$ cat src/rtl/lrupr_pkg.sv
package lrupr_pkg;

  localparam int FRAMES = 4;
  localparam int FIDX_W = (FRAMES > 1) ? $clog2(FRAMES) : 1;
  localparam int RANK_W = FIDX_W;
  localparam int PAGE_W = 16;
  localparam int NUSE_W = 3;
  localparam int CNT_W  = 32;
  localparam int NUSE_RESET = (FRAMES < 4) ? FRAMES : 4;

  typedef logic [FIDX_W-1:0] fidx_t;
  typedef logic [RANK_W-1:0] rank_t;
  typedef logic [PAGE_W-1:0] page_t;
  typedef logic [NUSE_W-1:0] nuse_t;
  typedef logic [CNT_W-1:0]  cnt_t;

  typedef enum logic [1:0] {
    ST_IDLE,
    ST_SCAN,
    ST_UPDATE
  } state_t;

  typedef struct packed {
    logic ld;    // capture request, restart scan
    logic scan;  // examine one frame
    logic upd;   // commit frame state and counters, emit word
  } ctrl_cmd_t;

  typedef struct packed {
    logic scan_last;
  } dp_status_t;

endpackage

$ cat src/rtl/lru_page_replacement.sv
// LRU page replacement, one page reference per command.
// Result strobe (done) is registered from the update state; start is taken only in idle.
// A new reference is not taken while busy. The scan checks one frame
//   a cycle through a single page comparator, then the update state commits the result.
// Reset (rst, synchronous): all frames empty, ranks and hit/miss counters zero, frames in use = 4.
// done is a one-cycle strobe; the receiver cannot stall it.
module lru_page_replacement (
  input  logic                           clk,
  input  logic                           rst,
  input  logic                           start,
  output logic                           busy,
  input  logic [lrupr_pkg::PAGE_W-1:0]   page,
  input  logic                           final_ref,
  input  logic                           frames_in_use_we,
  input  logic [lrupr_pkg::NUSE_W-1:0]   frames_in_use,
  output logic                           done,
  output logic                           hit,
  output logic [1:0]                     frame_index,
  output logic                           evicted_valid,
  output logic [lrupr_pkg::PAGE_W-1:0]   evicted_page,
  output logic [lrupr_pkg::CNT_W-1:0]    hit_total,
  output logic [lrupr_pkg::CNT_W-1:0]    miss_total
);

  lrupr_pkg::ctrl_cmd_t  cmd;
  lrupr_pkg::dp_status_t status;

  lrupr_ctrl u_ctrl (
    .clk    (clk),
    .rst    (rst),
    .start  (start),
    .status (status),
    .cmd    (cmd),
    .busy   (busy)
  );

  lrupr_datapath u_dp (
    .clk              (clk),
    .rst              (rst),
    .cmd              (cmd),
    .status           (status),
    .page             (page),
    .final_ref        (final_ref),
    .frames_in_use_we (frames_in_use_we),
    .frames_in_use    (frames_in_use),
    .done             (done),
    .hit              (hit),
    .frame_index      (frame_index),
    .evicted_valid    (evicted_valid),
    .evicted_page     (evicted_page),
    .hit_total        (hit_total),
    .miss_total       (miss_total)
  );

  a_busy_after_start: assert property (@(posedge clk) disable iff (rst)
    (start && !busy) |=> busy)
    else $error("busy not raised after accept");

  a_hit_no_evict: assert property (@(posedge clk) disable iff (rst)
    done |-> !(hit && evicted_valid))
    else $error("hit word reports an eviction");

  a_evict_page_zero: assert property (@(posedge clk) disable iff (rst)
    (done && !evicted_valid) |-> evicted_page == '0)
    else $error("evicted page nonzero without eviction");

  a_done_single: assert property (@(posedge clk) disable iff (rst)
    done |=> !done)
    else $error("back-to-back result strobes");

endmodule

$ cat src/rtl/lrupr_ctrl.sv
module lrupr_ctrl (
  input  logic                   clk,
  input  logic                   rst,
  input  logic                   start,
  input  lrupr_pkg::dp_status_t  status,
  output lrupr_pkg::ctrl_cmd_t   cmd,
  output logic                   busy
);

  lrupr_pkg::state_t state;
  lrupr_pkg::state_t state_next;

  always_ff @(posedge clk) begin
    if (rst) begin
      state <= lrupr_pkg::ST_IDLE;
    end else begin
      state <= state_next;
    end
  end

  always_comb begin
    state_next = state;
    unique case (state)
      lrupr_pkg::ST_IDLE: begin
        if (start) begin
          state_next = lrupr_pkg::ST_SCAN;
        end
      end
      lrupr_pkg::ST_SCAN: begin
        if (status.scan_last) begin
          state_next = lrupr_pkg::ST_UPDATE;
        end
      end
      lrupr_pkg::ST_UPDATE: begin
        state_next = lrupr_pkg::ST_IDLE;
      end
      default: begin
        state_next = lrupr_pkg::ST_IDLE;
      end
    endcase
  end

  always_comb begin
    cmd  = '0;
    busy = 1'b1;
    unique case (state)
      lrupr_pkg::ST_IDLE: begin
        busy   = 1'b0;
        cmd.ld = start;
      end
      lrupr_pkg::ST_SCAN: begin
        cmd.scan = 1'b1;
      end
      lrupr_pkg::ST_UPDATE: begin
        cmd.upd = 1'b1;
      end
      default: begin
        busy = 1'b1;
      end
    endcase
  end

  a_upd_after_scan: assert property (@(posedge clk) disable iff (rst)
    cmd.upd |-> $past(cmd.scan))
    else $error("update without a preceding scan");

  a_scan_follows_ld: assert property (@(posedge clk) disable iff (rst)
    cmd.ld |=> cmd.scan)
    else $error("scan did not start after accept");

  a_no_start_mid_item: assert property (@(posedge clk) disable iff (rst)
    (cmd.scan || cmd.upd) |-> !cmd.ld)
    else $error("accept during an item");

endmodule

$ cat src/rtl/lrupr_datapath.sv
module lrupr_datapath (
  input  logic                           clk,
  input  logic                           rst,
  input  lrupr_pkg::ctrl_cmd_t           cmd,
  output lrupr_pkg::dp_status_t          status,
  input  logic [lrupr_pkg::PAGE_W-1:0]   page,
  input  logic                           final_ref,
  input  logic                           frames_in_use_we,
  input  logic [lrupr_pkg::NUSE_W-1:0]   frames_in_use,
  output logic                           done,
  output logic                           hit,
  output logic [1:0]                     frame_index,
  output logic                           evicted_valid,
  output logic [lrupr_pkg::PAGE_W-1:0]   evicted_page,
  output logic [lrupr_pkg::CNT_W-1:0]    hit_total,
  output logic [lrupr_pkg::CNT_W-1:0]    miss_total
);

  // frame state
  lrupr_pkg::page_t frame_pages  [lrupr_pkg::FRAMES];
  logic             frame_valid  [lrupr_pkg::FRAMES];
  lrupr_pkg::rank_t recency_rank [lrupr_pkg::FRAMES];
  lrupr_pkg::cnt_t  hit_counter;
  lrupr_pkg::cnt_t  miss_counter;
  lrupr_pkg::nuse_t nuse;

  // request and scan results
  lrupr_pkg::page_t req_page;
  logic             req_final;
  lrupr_pkg::fidx_t idx;
  logic             match_found;
  lrupr_pkg::fidx_t match_idx;
  lrupr_pkg::rank_t match_rank;
  logic             empty_found;
  lrupr_pkg::fidx_t empty_idx;
  lrupr_pkg::fidx_t best_idx;
  lrupr_pkg::rank_t best_rank;
  lrupr_pkg::page_t best_page;

  // frame under the scan pointer
  lrupr_pkg::page_t cur_page;
  logic             cur_valid;
  lrupr_pkg::rank_t cur_rank;

  // update decision
  logic             do_fill;
  logic             do_evict;
  lrupr_pkg::fidx_t tgt;
  lrupr_pkg::rank_t old_rank;
  lrupr_pkg::cnt_t  hit_counter_next;
  lrupr_pkg::cnt_t  miss_counter_next;

  assign cur_page  = frame_pages[idx];
  assign cur_valid = frame_valid[idx];
  assign cur_rank  = recency_rank[idx];

  assign status.scan_last = (int'(idx) == int'(nuse) - 1);

  assign do_fill  = !match_found && empty_found;
  assign do_evict = !match_found && !empty_found;
  assign old_rank = match_found ? match_rank : best_rank;

  always_comb begin
    priority if (match_found) begin
      tgt = match_idx;
    end else if (empty_found) begin
      tgt = empty_idx;
    end else begin
      tgt = best_idx;
    end
  end

  assign hit_counter_next  = hit_counter + lrupr_pkg::CNT_W'(match_found);
  assign miss_counter_next = miss_counter + lrupr_pkg::CNT_W'(!match_found);

  // configuration register, clamped to 1..FRAMES
  always_ff @(posedge clk) begin
    if (rst) begin
      nuse <= lrupr_pkg::NUSE_W'(lrupr_pkg::NUSE_RESET);
    end else if (frames_in_use_we) begin
      priority if (frames_in_use == '0) begin
        nuse <= lrupr_pkg::NUSE_W'(1);
      end else if (int'(frames_in_use) > lrupr_pkg::FRAMES) begin
        nuse <= lrupr_pkg::NUSE_W'(lrupr_pkg::FRAMES);
      end else begin
        nuse <= frames_in_use;
      end
    end
  end

  // scan: one frame per cycle
  always_ff @(posedge clk) begin
    if (cmd.ld) begin
      req_page    <= page;
      req_final   <= final_ref;
      idx         <= '0;
      match_found <= 1'b0;
      empty_found <= 1'b0;
    end else if (cmd.scan) begin
      idx <= idx + lrupr_pkg::FIDX_W'(1);
      if (!match_found && cur_valid && cur_page == req_page) begin
        match_found <= 1'b1;
        match_idx   <= idx;
        match_rank  <= cur_rank;
      end
      if (!empty_found && !cur_valid) begin
        empty_found <= 1'b1;
        empty_idx   <= idx;
      end
      // strict compare keeps the lowest frame among equal ranks
      if (idx == '0 || cur_rank > best_rank) begin
        best_idx  <= idx;
        best_rank <= cur_rank;
        best_page <= cur_page;
      end
    end
  end

  always_ff @(posedge clk) begin
    if (cmd.upd && !match_found) begin
      frame_pages[tgt] <= req_page;
    end
  end

  always_ff @(posedge clk) begin
    if (rst) begin
      for (int i = 0; i < lrupr_pkg::FRAMES; i++) begin
        frame_valid[i]  <= 1'b0;
        recency_rank[i] <= '0;
      end
    end else if (cmd.upd) begin
      for (int i = 0; i < lrupr_pkg::FRAMES; i++) begin
        if (lrupr_pkg::FIDX_W'(i) == tgt) begin
          recency_rank[i] <= '0;
          frame_valid[i]  <= 1'b1;
        end else if (frame_valid[i] && (do_fill || recency_rank[i] < old_rank)) begin
          recency_rank[i] <= recency_rank[i] + lrupr_pkg::RANK_W'(1);
        end
      end
    end
  end

  always_ff @(posedge clk) begin
    if (rst) begin
      hit_counter  <= '0;
      miss_counter <= '0;
      done         <= 1'b0;
    end else begin
      done <= cmd.upd;
      if (cmd.upd) begin
        hit_counter  <= req_final ? '0 : hit_counter_next;
        miss_counter <= req_final ? '0 : miss_counter_next;
      end
    end
  end

  always_ff @(posedge clk) begin
    if (cmd.upd) begin
      hit           <= match_found;
      frame_index   <= 2'(tgt);
      evicted_valid <= do_evict;
      evicted_page  <= do_evict ? best_page : '0;
      hit_total     <= hit_counter_next;
      miss_total    <= miss_counter_next;
    end
  end

  a_nuse_range: assert property (@(posedge clk) disable iff (rst)
    nuse != '0 && int'(nuse) <= lrupr_pkg::FRAMES)
    else $error("frames in use out of range");

  a_upd_after_last: assert property (@(posedge clk) disable iff (rst)
    cmd.upd |-> $past(status.scan_last))
    else $error("update before the scan reached the last frame");

  a_counters_clear: assert property (@(posedge clk) disable iff (rst)
    (cmd.upd && req_final) |=> (hit_counter == '0 && miss_counter == '0))
    else $error("totals not cleared after final word");

endmodule
$ cat config.mk
export PLATFORM = sky130hd
export DESIGN_NAME = lru_page_replacement
export DESIGN_NICKNAME = d
export VERILOG_FILES = /design/src/rtl/lrupr_pkg.sv /design/src/rtl/lru_page_replacement.sv /design/src/rtl/lrupr_ctrl.sv /design/src/rtl/lrupr_datapath.sv
export SDC_FILE = /design/constraint.sdc
export NUM_CORES = 1
export LEC_CHECK = 0
export BUFFER_PORTS_ARGS = -buffer_cell sky130_fd_sc_hd__buf_2
export CORE_ASPECT_RATIO = 1.5
export CORE_MARGIN = 3
export CORE_UTILIZATION = 45
export DETAILED_ROUTE_END_ITERATION = 10
export GPL_TIMING_DRIVEN = 0
export PLACE_DENSITY = 0.72
export SLEW_MARGIN = 10
export SYNTH_ARGS = -nofsm -noshare
export SYNTH_HDL_FRONTEND = slang
export SYNTH_HIERARCHICAL = 1
export SYNTH_SLANG_ARGS = --single-unit
$ cat constraint.sdc
create_clock -name clk -period 5.8 [get_ports clk]
set_clock_uncertainty 0.05 [all_clocks]
set_input_delay 0 -clock clk [delete_from_list [all_inputs] [get_ports clk]]
set_output_delay 0 -clock clk [all_outputs]
set_load 0.05 [all_outputs]
==> results.tsv, run 1 <==
stage	metric	value	unit
layout	antenna cells	0	
clock_network	Num CTS Buffers	26	
layout	P&R area growth vs syn	18.3	%
grt	aggregate global routing overflow	0	
worst_setup_path	CP Cell Sequence	buf_2 -> buf_2 -> mux4_2 -> ha_1 -> a21oi_1 -> a21oi_1 -> o21a_1	
timing	fin. max-slew vios	0	
floorplanning	die extent in x	138	µm
timing	worst slew pin tran	1.00	ns
synthesis	Post-Syn Instances	909	
grt	first-pass GRT wire length	39.3	mm
floorplanning	io pins	110	
layout	share of cells above drive strength 1	0.181	
synthesis	Post-Syn Area	11800	µm²
grt	M3 GR Usage	0.0239	
timing	setup violators final	0	
clock_network	Setup Fix Bufs, Post-CTS	0	
placement	worst slack, placed	2.32	ns
grt	antenna violations before repair	0	
layout	Core Util, Final	0.547	
timing	post-route setup slack	2.39	ns
worst_setup_path	Arrival @ worst endpoint	3.51	ns
grt	met2 Usage GRT	0.335	
floorplanning	Die ar.	28100	µm²
clock_network	CTS tree	done	
synthesis	synth warn	6	
power_and_ir_drop	Max rail drop VDD	0.289	mV
grt	global routing's busiest layer	met2	
timing	Min Hold Slack	0.128	ns
synthesis	FF+latch count, synth	279	
layout	post-route cell area	13900	µm²
synthesis	Mean Syn Cell Area	12.9	µm²
placement	Detail Placement HPWL	17.9	mm
run_status	status	finished, final reports clean	
floorplanning	initial core utilization	0.463	
detailed_routing	drt total wl	25.0	mm
detailed_routing	1st-iter DRT viols	542	
floorplanning	Rows	71	
detailed_routing	Residual DRC	0	
timing	Peak Freq	293	MHz
grt	met1 Resource Use GR	0.204	
synthesis	Seq/Total Area, Yosys	0.646	
power_and_ir_drop	Leak	4.82	nW
clock_network	clk buf depth	3	
clock_network	worst skew pair latency	0.53	ns
clock_network	clk slew on worst S/H paths	0.06	ns
clock_network	Clock Sinks	279	
grt	pin count of the biggest net entering global routing	50	
min_path	Hold Path Class	in2reg	
worst_setup_path	CP Capture Type	flop	
worst_setup_path	largest driver fanout on the critical path	20	
placement	routability congestion estimate	0.851	
power_and_ir_drop	pwr dens	313	nW/µm²
clock_network	Post-CTS Resized	0	
synthesis	syn_nets	945	
clock_network	H-tree depth	1	
flow_run	max-cap viol count	0	
timing	final-report hold violation count	0	
timing	Final period util	0.588	
detailed_routing	Pre-antenna DRT Iters	5	
worst_setup_path	Data required, critical path	5.90	ns
layout	nets@finish	1112	
layout	commonest non-fill, non-tap cell in the layout	edfxtp_1	
synthesis	Netlist cell types	60	
synthesis	EDFF count, synth	200	
synthesis	Top FF cell, synth	edfxtp_1	
grt	vias in the first global route	7518	
timing	max_slew headroom	0.327	
timing	RSZ-0062 raised after global routing	false	
synthesis	asr flop ratio synth	0	
floorplanning	chip height	204	µm
worst_setup_path	CP Launch Type	flop	
floorplanning	Core Region	25400	µm²
clock_network	CTS root buf	clkbuf_16	
detailed_routing	vias per cell	5.42	
grt	GRT Util Overall	0.178	
layout	most frequent cells in the layout	200 x edfxtp_1, 115 x buf_2, 79 x dfxtp_1, 67 x nor2_1, 55 x xnor2_1	
worst_setup_path	CP peak stage delay	0.80	ns
worst_setup_path	critical path type	reg2reg	
placement	Post-DP Area	12800	µm²
layout	Layout fillers	2168	
placement	IO Port Bufs	109	
detailed_routing	vias	7713	
detailed_routing	Final ANT Viol Nets	0	
worst_setup_path	Worst path slowest cell	o21a_1	
detailed_routing	wire per inst	17.6	µm
timing	fin crit period	3.41	ns
==> sequential cells by signal, summed over array words and instances, names as in the netlist, 8 cells and up, named ones only <==
signal and cells:
u_dp/miss_counter 32, u_dp/frame_pages 64, u_dp/req_page 16, u_dp/evicted_page 16, u_dp/hit_total 32, u_dp/recency_rank 8
u_dp/best_page 16, u_dp/miss_total 32, u_dp/hit_counter 32
==> worst paths after layout <==
kind	start	end	slack, ns	depth (start not counted)
worst max-delay path	flop	u_dp/best_page[14]	2.39	7
worst min-delay path	page[12]	u_dp/req_page[12]	0.13	2
worst max register to register	flop	u_dp/best_page[14]	2.39	7
worst min register to register	u_dp/hit_counter[31]	u_dp/hit_counter[31]	0.43	1
==> power breakdown <==
group	internal (mW)	switching (mW)	total [mW]
Sequential	2.22	0.0370	2.25
Clock	0.945	0.709	1.65
Combinational	0.188	0.254	0.442
Total	3.35	1.00	4.35
==> cell usage after synthesis (15+ instances only) <==
cell type	count	share of area
inv_1	30	0.0096
clkbuf_1	35	0.011
nand2_1	40	0.013
or3_1	18	0.0096
nor2_1	72	0.023
xor2_1	27	0.020
a22oi_1	20	0.013
o21ai_0	39	0.017
a31oi_1	15	0.0080
and2_1	18	0.0096
nand3_1	30	0.013
a21oi_1	43	0.018
dfxtp_1	79	0.13
edfxtp_1	200	0.51
xnor2_1	55	0.041
nand4_1	18	0.0096
==> critical path: cells and delay by family (launching register included) <==
family                   cells  cell delay (ns)
adder cells (fa/ha/maj)      1             0.31
buffers and inverters        2             0.66
multiplexers                 1             0.60
flip-flops                   1             0.38
AO/OA/AOI/OAI                3             1.00
==> timing repair <==
| action | 4_1_cts | 5_1_grt |
|---|---|---|
| hold buffers | 24 | 0 |
| endpoints found under the hold margin | 29 | 0 |
| setup endpoints to repair | 0 | 0 |
==> through the flow <==
step                std cells  TNS, ns  power (mW)
floorplan                 909        0        2.61
global placement         1346   -17.41        2.72
detailed placement       1352        0        2.73
CTS                      1424        0        4.40
global route             1424        0        4.52
finish                   1424        0        4.35
==> per-layer routing <==
metal,wire length [µm],vias up,part of all wire
li1,-,3741,-
met1,9560,3701,0.38
met2,13600,219,0.54
met3,1090,52,0.044
met4,733,0,0.029
met5,0,-,0
==> final cells by class <==
| cell class | count | area (µm²) | area share |
|---|---|---|---|
| flip-flops and latches | 279 | 7590 | 0.545 |
| plain buffers | 45 | 204 | 0.0147 |
| inverters | 32 | 120 | 0.00864 |
| clock inverters | 10 | 70.1 | 0.00504 |
| multi-input cells | 553 | 3860 | 0.277 |
| repair buffers | 139 | 873 | 0.0628 |
| clock buffers | 38 | 787 | 0.0566 |
| well taps | 328 | 410 | 0.0295 |
==> cells by family (layout without fill, tap and decap cells) <==
logic type      after synthesis  after routing  share of synthesized area
flops                       279            279                      0.646
simple gates                268            268                      0.119
compound gates              160            160                     0.0859
xor+xnor                     83             83                     0.0625
buf+inv                      77            264                     0.0276
mux                          30             30                     0.0465
fa+ha+maj                    12             12                     0.0128
Power figures use the tool's default switching activity.
==> run 2, diff against run 1 <==
--- a/config.mk
+++ b/config.mk
@@ -5,6 +5,7 @@
 export SDC_FILE = /design/constraint.sdc
 export NUM_CORES = 1
 export LEC_CHECK = 0
+export ABC_AREA = 1
 export BUFFER_PORTS_ARGS = -buffer_cell sky130_fd_sc_hd__buf_2
 export CORE_ASPECT_RATIO = 1.5
 export CORE_MARGIN = 3
==> constraint.sdc (replaced) <==
create_clock -name clk -period 3.4 [get_ports clk]
set_clock_uncertainty 0.05 [all_clocks]
set_input_delay 0 -clock clk [delete_from_list [all_inputs] [get_ports clk]]
set_output_delay 0 -clock clk [all_outputs]
set_load 0.05 [all_outputs]
==> results.tsv, run 2 <==
stage	metric	value	unit
clock_network	Clock Sinks	279	
power_and_ir_drop	switch share	0.240	
timing	Fin Setup TNS	0	ns
timing	setup violators final	0	
floorplanning	Core Region	27300	µm²
synthesis	Post-Syn Area	12500	µm²
worst_setup_path	RR Endpoint	u_dp/hit_counter[27]	
timing	RSZ-0062 raised after global routing	false	
power_and_ir_drop	Cell Int Power	5.77	mW
power_and_ir_drop	Power Total	7.59	mW
timing	Peak Freq	348	MHz
synthesis	EDFF count, synth	200	
power_and_ir_drop	clock power share	0.398	
detailed_routing	vias per cell	4.99	
min_path	hold path cells	2	
clock_network	CTS tree	done	
layout	nets@finish	1548	
layout	commonest non-fill, non-tap cell in the layout	nand2_1	
power_and_ir_drop	Reg power frac	0.501	
clock_network	worst skew pair latency	0.56	ns
worst_setup_path	largest driver fanout on the critical path	28	
floorplanning	Die ar.	29900	µm²
power_and_ir_drop	pwr dens	513	nW/µm²
clock_network	clk buf depth	3	
synthesis	syn_nets	1377	
flow_run	max-cap viol count	0	
synthesis	synth warn	6	
synthesis	Seq/Total Area, Yosys	0.606	
clock_network	CTS root buf	clkbuf_16	
clock_network	clk slew on worst S/H paths	0.07	ns
timing	worst slew pin tran	0.826	ns
timing	fin. max-slew vios	0	
clock_network	H-tree depth	1	
detailed_routing	wire per inst	15.5	µm
worst_setup_path	CP Launch Type	flop	
synthesis	synth cell count leaders	417 x nand2_1, 200 x edfxtp_1, 138 x inv_1	
synthesis	Netlist cell types	40	
synthesis	top cells by area, synth	edfxtp_1 48%, dfxtp_1 13%, nand2_1 12%	
detailed_routing	1st-iter DRT viols	551	
layout	most frequent cells in the layout	417 x nand2_1, 200 x edfxtp_1, 138 x inv_1, 118 x buf_2, 110 x nor2_1	
grt	pin count of the biggest net entering global routing	36	
worst_setup_path	CP Capture Type	flop	
run_status	status	finished, final reports clean	
synthesis	Post-Syn Instances	1341	
timing	Final period util	0.846	
placement	routability congestion estimate	0.888	
detailed_routing	Residual DRC	0	
min_path	Hold EP	u_dp/req_page[12]	
grt	antenna violations before repair	0	
worst_setup_path	Worst Setup SP	u_ctrl/state[1]	
synthesis	Yosys top cell by area	edfxtp_1	
detailed_routing	drt total wl	29.0	mm
synthesis	Mean Syn Cell Area	9.34	µm²
placement	Detail Placement HPWL	21.7	mm
layout	share of cells above drive strength 1	0.145	
placement	IO Port Bufs	109	
layout	P&R area growth vs syn	18.2	%
detailed_routing	Pre-antenna DRT Iters	4	
synthesis	asr flop ratio synth	0	
power_and_ir_drop	Max rail drop VDD	0.374	mV
grt	vias in the first global route	9211	
layout	Core Util, Final	0.542	
worst_setup_path	flop-to-flop setup slack	0.52	ns
synthesis	FF+latch count, synth	279	
layout	Top reg by flops	u_dp/frame_pages	
clock_network	Setup Fix Bufs, Post-CTS	0	
detailed_routing	vias	9344	
floorplanning	initial core utilization	0.459	
timing	final-report hold violation count	0	
min_path	Hold Path Class	in2reg	
grt	first-pass GRT wire length	46.1	mm
timing	max_slew headroom	0.448	
worst_setup_path	Reg2Reg Depth	8	
floorplanning	io pins	110	
power_and_ir_drop	switching pwr	1.82	mW
power_and_ir_drop	Leak	5.79	nW
synthesis	Top FF cell, synth	edfxtp_1	
floorplanning	die extent in x	142	µm
worst_setup_path	Arrival @ worst endpoint	3.30	ns
worst_setup_path	Data required, critical path	3.82	ns
worst_setup_path	critical path type	reg2reg	
floorplanning	chip height	210	µm
power_and_ir_drop	Comb power frac	0.101	
layout	antenna cells	0	
layout	Layout fillers	2404	
grt	aggregate global routing overflow	0	
timing	Min Hold Slack	0.102	ns
timing	fin crit period	2.88	ns
floorplanning	Rows	74	
synthesis	most common cell in the netlist	nand2_1	
synthesis	area share of the largest cell type after synthesis	0.479	
worst_setup_path	worst flop-to-flop path startpoint	u_ctrl/state[1]	
min_path	hold path start	page[12]	
clock_network	Num CTS Buffers	26	
grt	GRT Util Overall	0.193	
layout	max reg flops	64	
detailed_routing	Final ANT Viol Nets	0	
run 2: cell count changes after synthesis, moves of 15 or more:
cell      delta
nand3_1     +78
nor2_1      +44
clkbuf_1    -16
xnor2_1     -45
a31oi_1     -15
a21oi_1     +28
a22oi_1     -20
or3_1       -18
nand2_1    +377
inv_1      +108
o21ai_0     -21
run 2: power by group through the flow:
stage               Clock (mW)  Sequential (mW)  Combinational [mW]
global route              3.23             3.81               0.876
CTS                       3.10             3.80               0.776
global placement             0             3.87               0.725
detailed placement           0             3.87               0.750
finish                    3.02             3.80               0.770
floorplan                    0             3.89               0.499
run 2: worst max-delay path by stage:
| stage | end | slack, ns | cells after the start |
|---|---|---|---|
| 3_5_place_dp | u_dp/hit_counter[27] | 0.26 | 8 |
| 3_3_place_gp | u_dp/frame_pages[2][0] | -1.02 | 4 |
| 2_1_floorplan | u_dp/frame_pages[0][0] | 0.21 | 4 |
| 4_1_cts | u_dp/hit_counter[27] | 0.21 | 8 |
| 5_1_grt | u_dp/hit_counter[30] | 0.26 | 8 |
| 6_report | u_dp/hit_counter[27] | 0.52 | 8 |
run 2: stage by stage:
stage | instances | area [µm²] | setup WS (ns)
after global routing | 1874 | 14800 | 0.264
after floorplan | 1341 | 12500 | 0.209
after CTS | 1874 | 14800 | 0.215
final | 1874 | 14800 | 0.523
after global placement | 1792 | 13500 | -1.02
after detailed placement | 1799 | 13600 | 0.261
run 2: layout make-up:
class / count / area (µm²) / area share
sequential: 279 / 7590 / 0.513
multi-input combinational: 883 / 4240 / 0.287
clock inverter: 16 / 191 / 0.0129
tap: 342 / 428 / 0.0289
clock buffer: 32 / 703 / 0.0475
buffer: 36 / 181 / 0.0123
timing repair buffer: 143 / 931 / 0.0629
inverter: 143 / 538 / 0.0363
run 2: cells by family (layout without fill, tap and decap cells):
kind of cell               after synthesis  count (layout)  share of synthesized area
AOI/OAI and AO/OA                       97              97                     0.0404
xor gates and xnor gates                33              33                     0.0249
adders and majority gates               12              12                     0.0120
buffers and inverters                  179             370                     0.0574
DFF                                    279             279                      0.606
and+or+nand+nor                        741             741                      0.260
run 2: layer usage:
metal	global-route usage	wire length, µm	vias up
met3	0.0261	1140	53
met1	0.218	11400	4343
li1	-	-	4740
met4	0.0695	866	0
met2	0.366	15600	208
met5	0	0	-
run 2: worst max-delay path, stage by stage (launching register included):
cell and delay, ns:
dfxtp_1 0.36, inv_1 0.10, nor2_4 0.64, buf_12 0.28, inv_1 0.10, nor2_2 0.48
clkbuf_1 0.47, nand3_1 0.14, a21oi_1 0.14
run 2: repair_timing:
item	CTS	global route
setup endpoints to repair	0	4
endpoints found under the hold margin	22	0
gates resized for setup	0	1
hold buffers	27	0
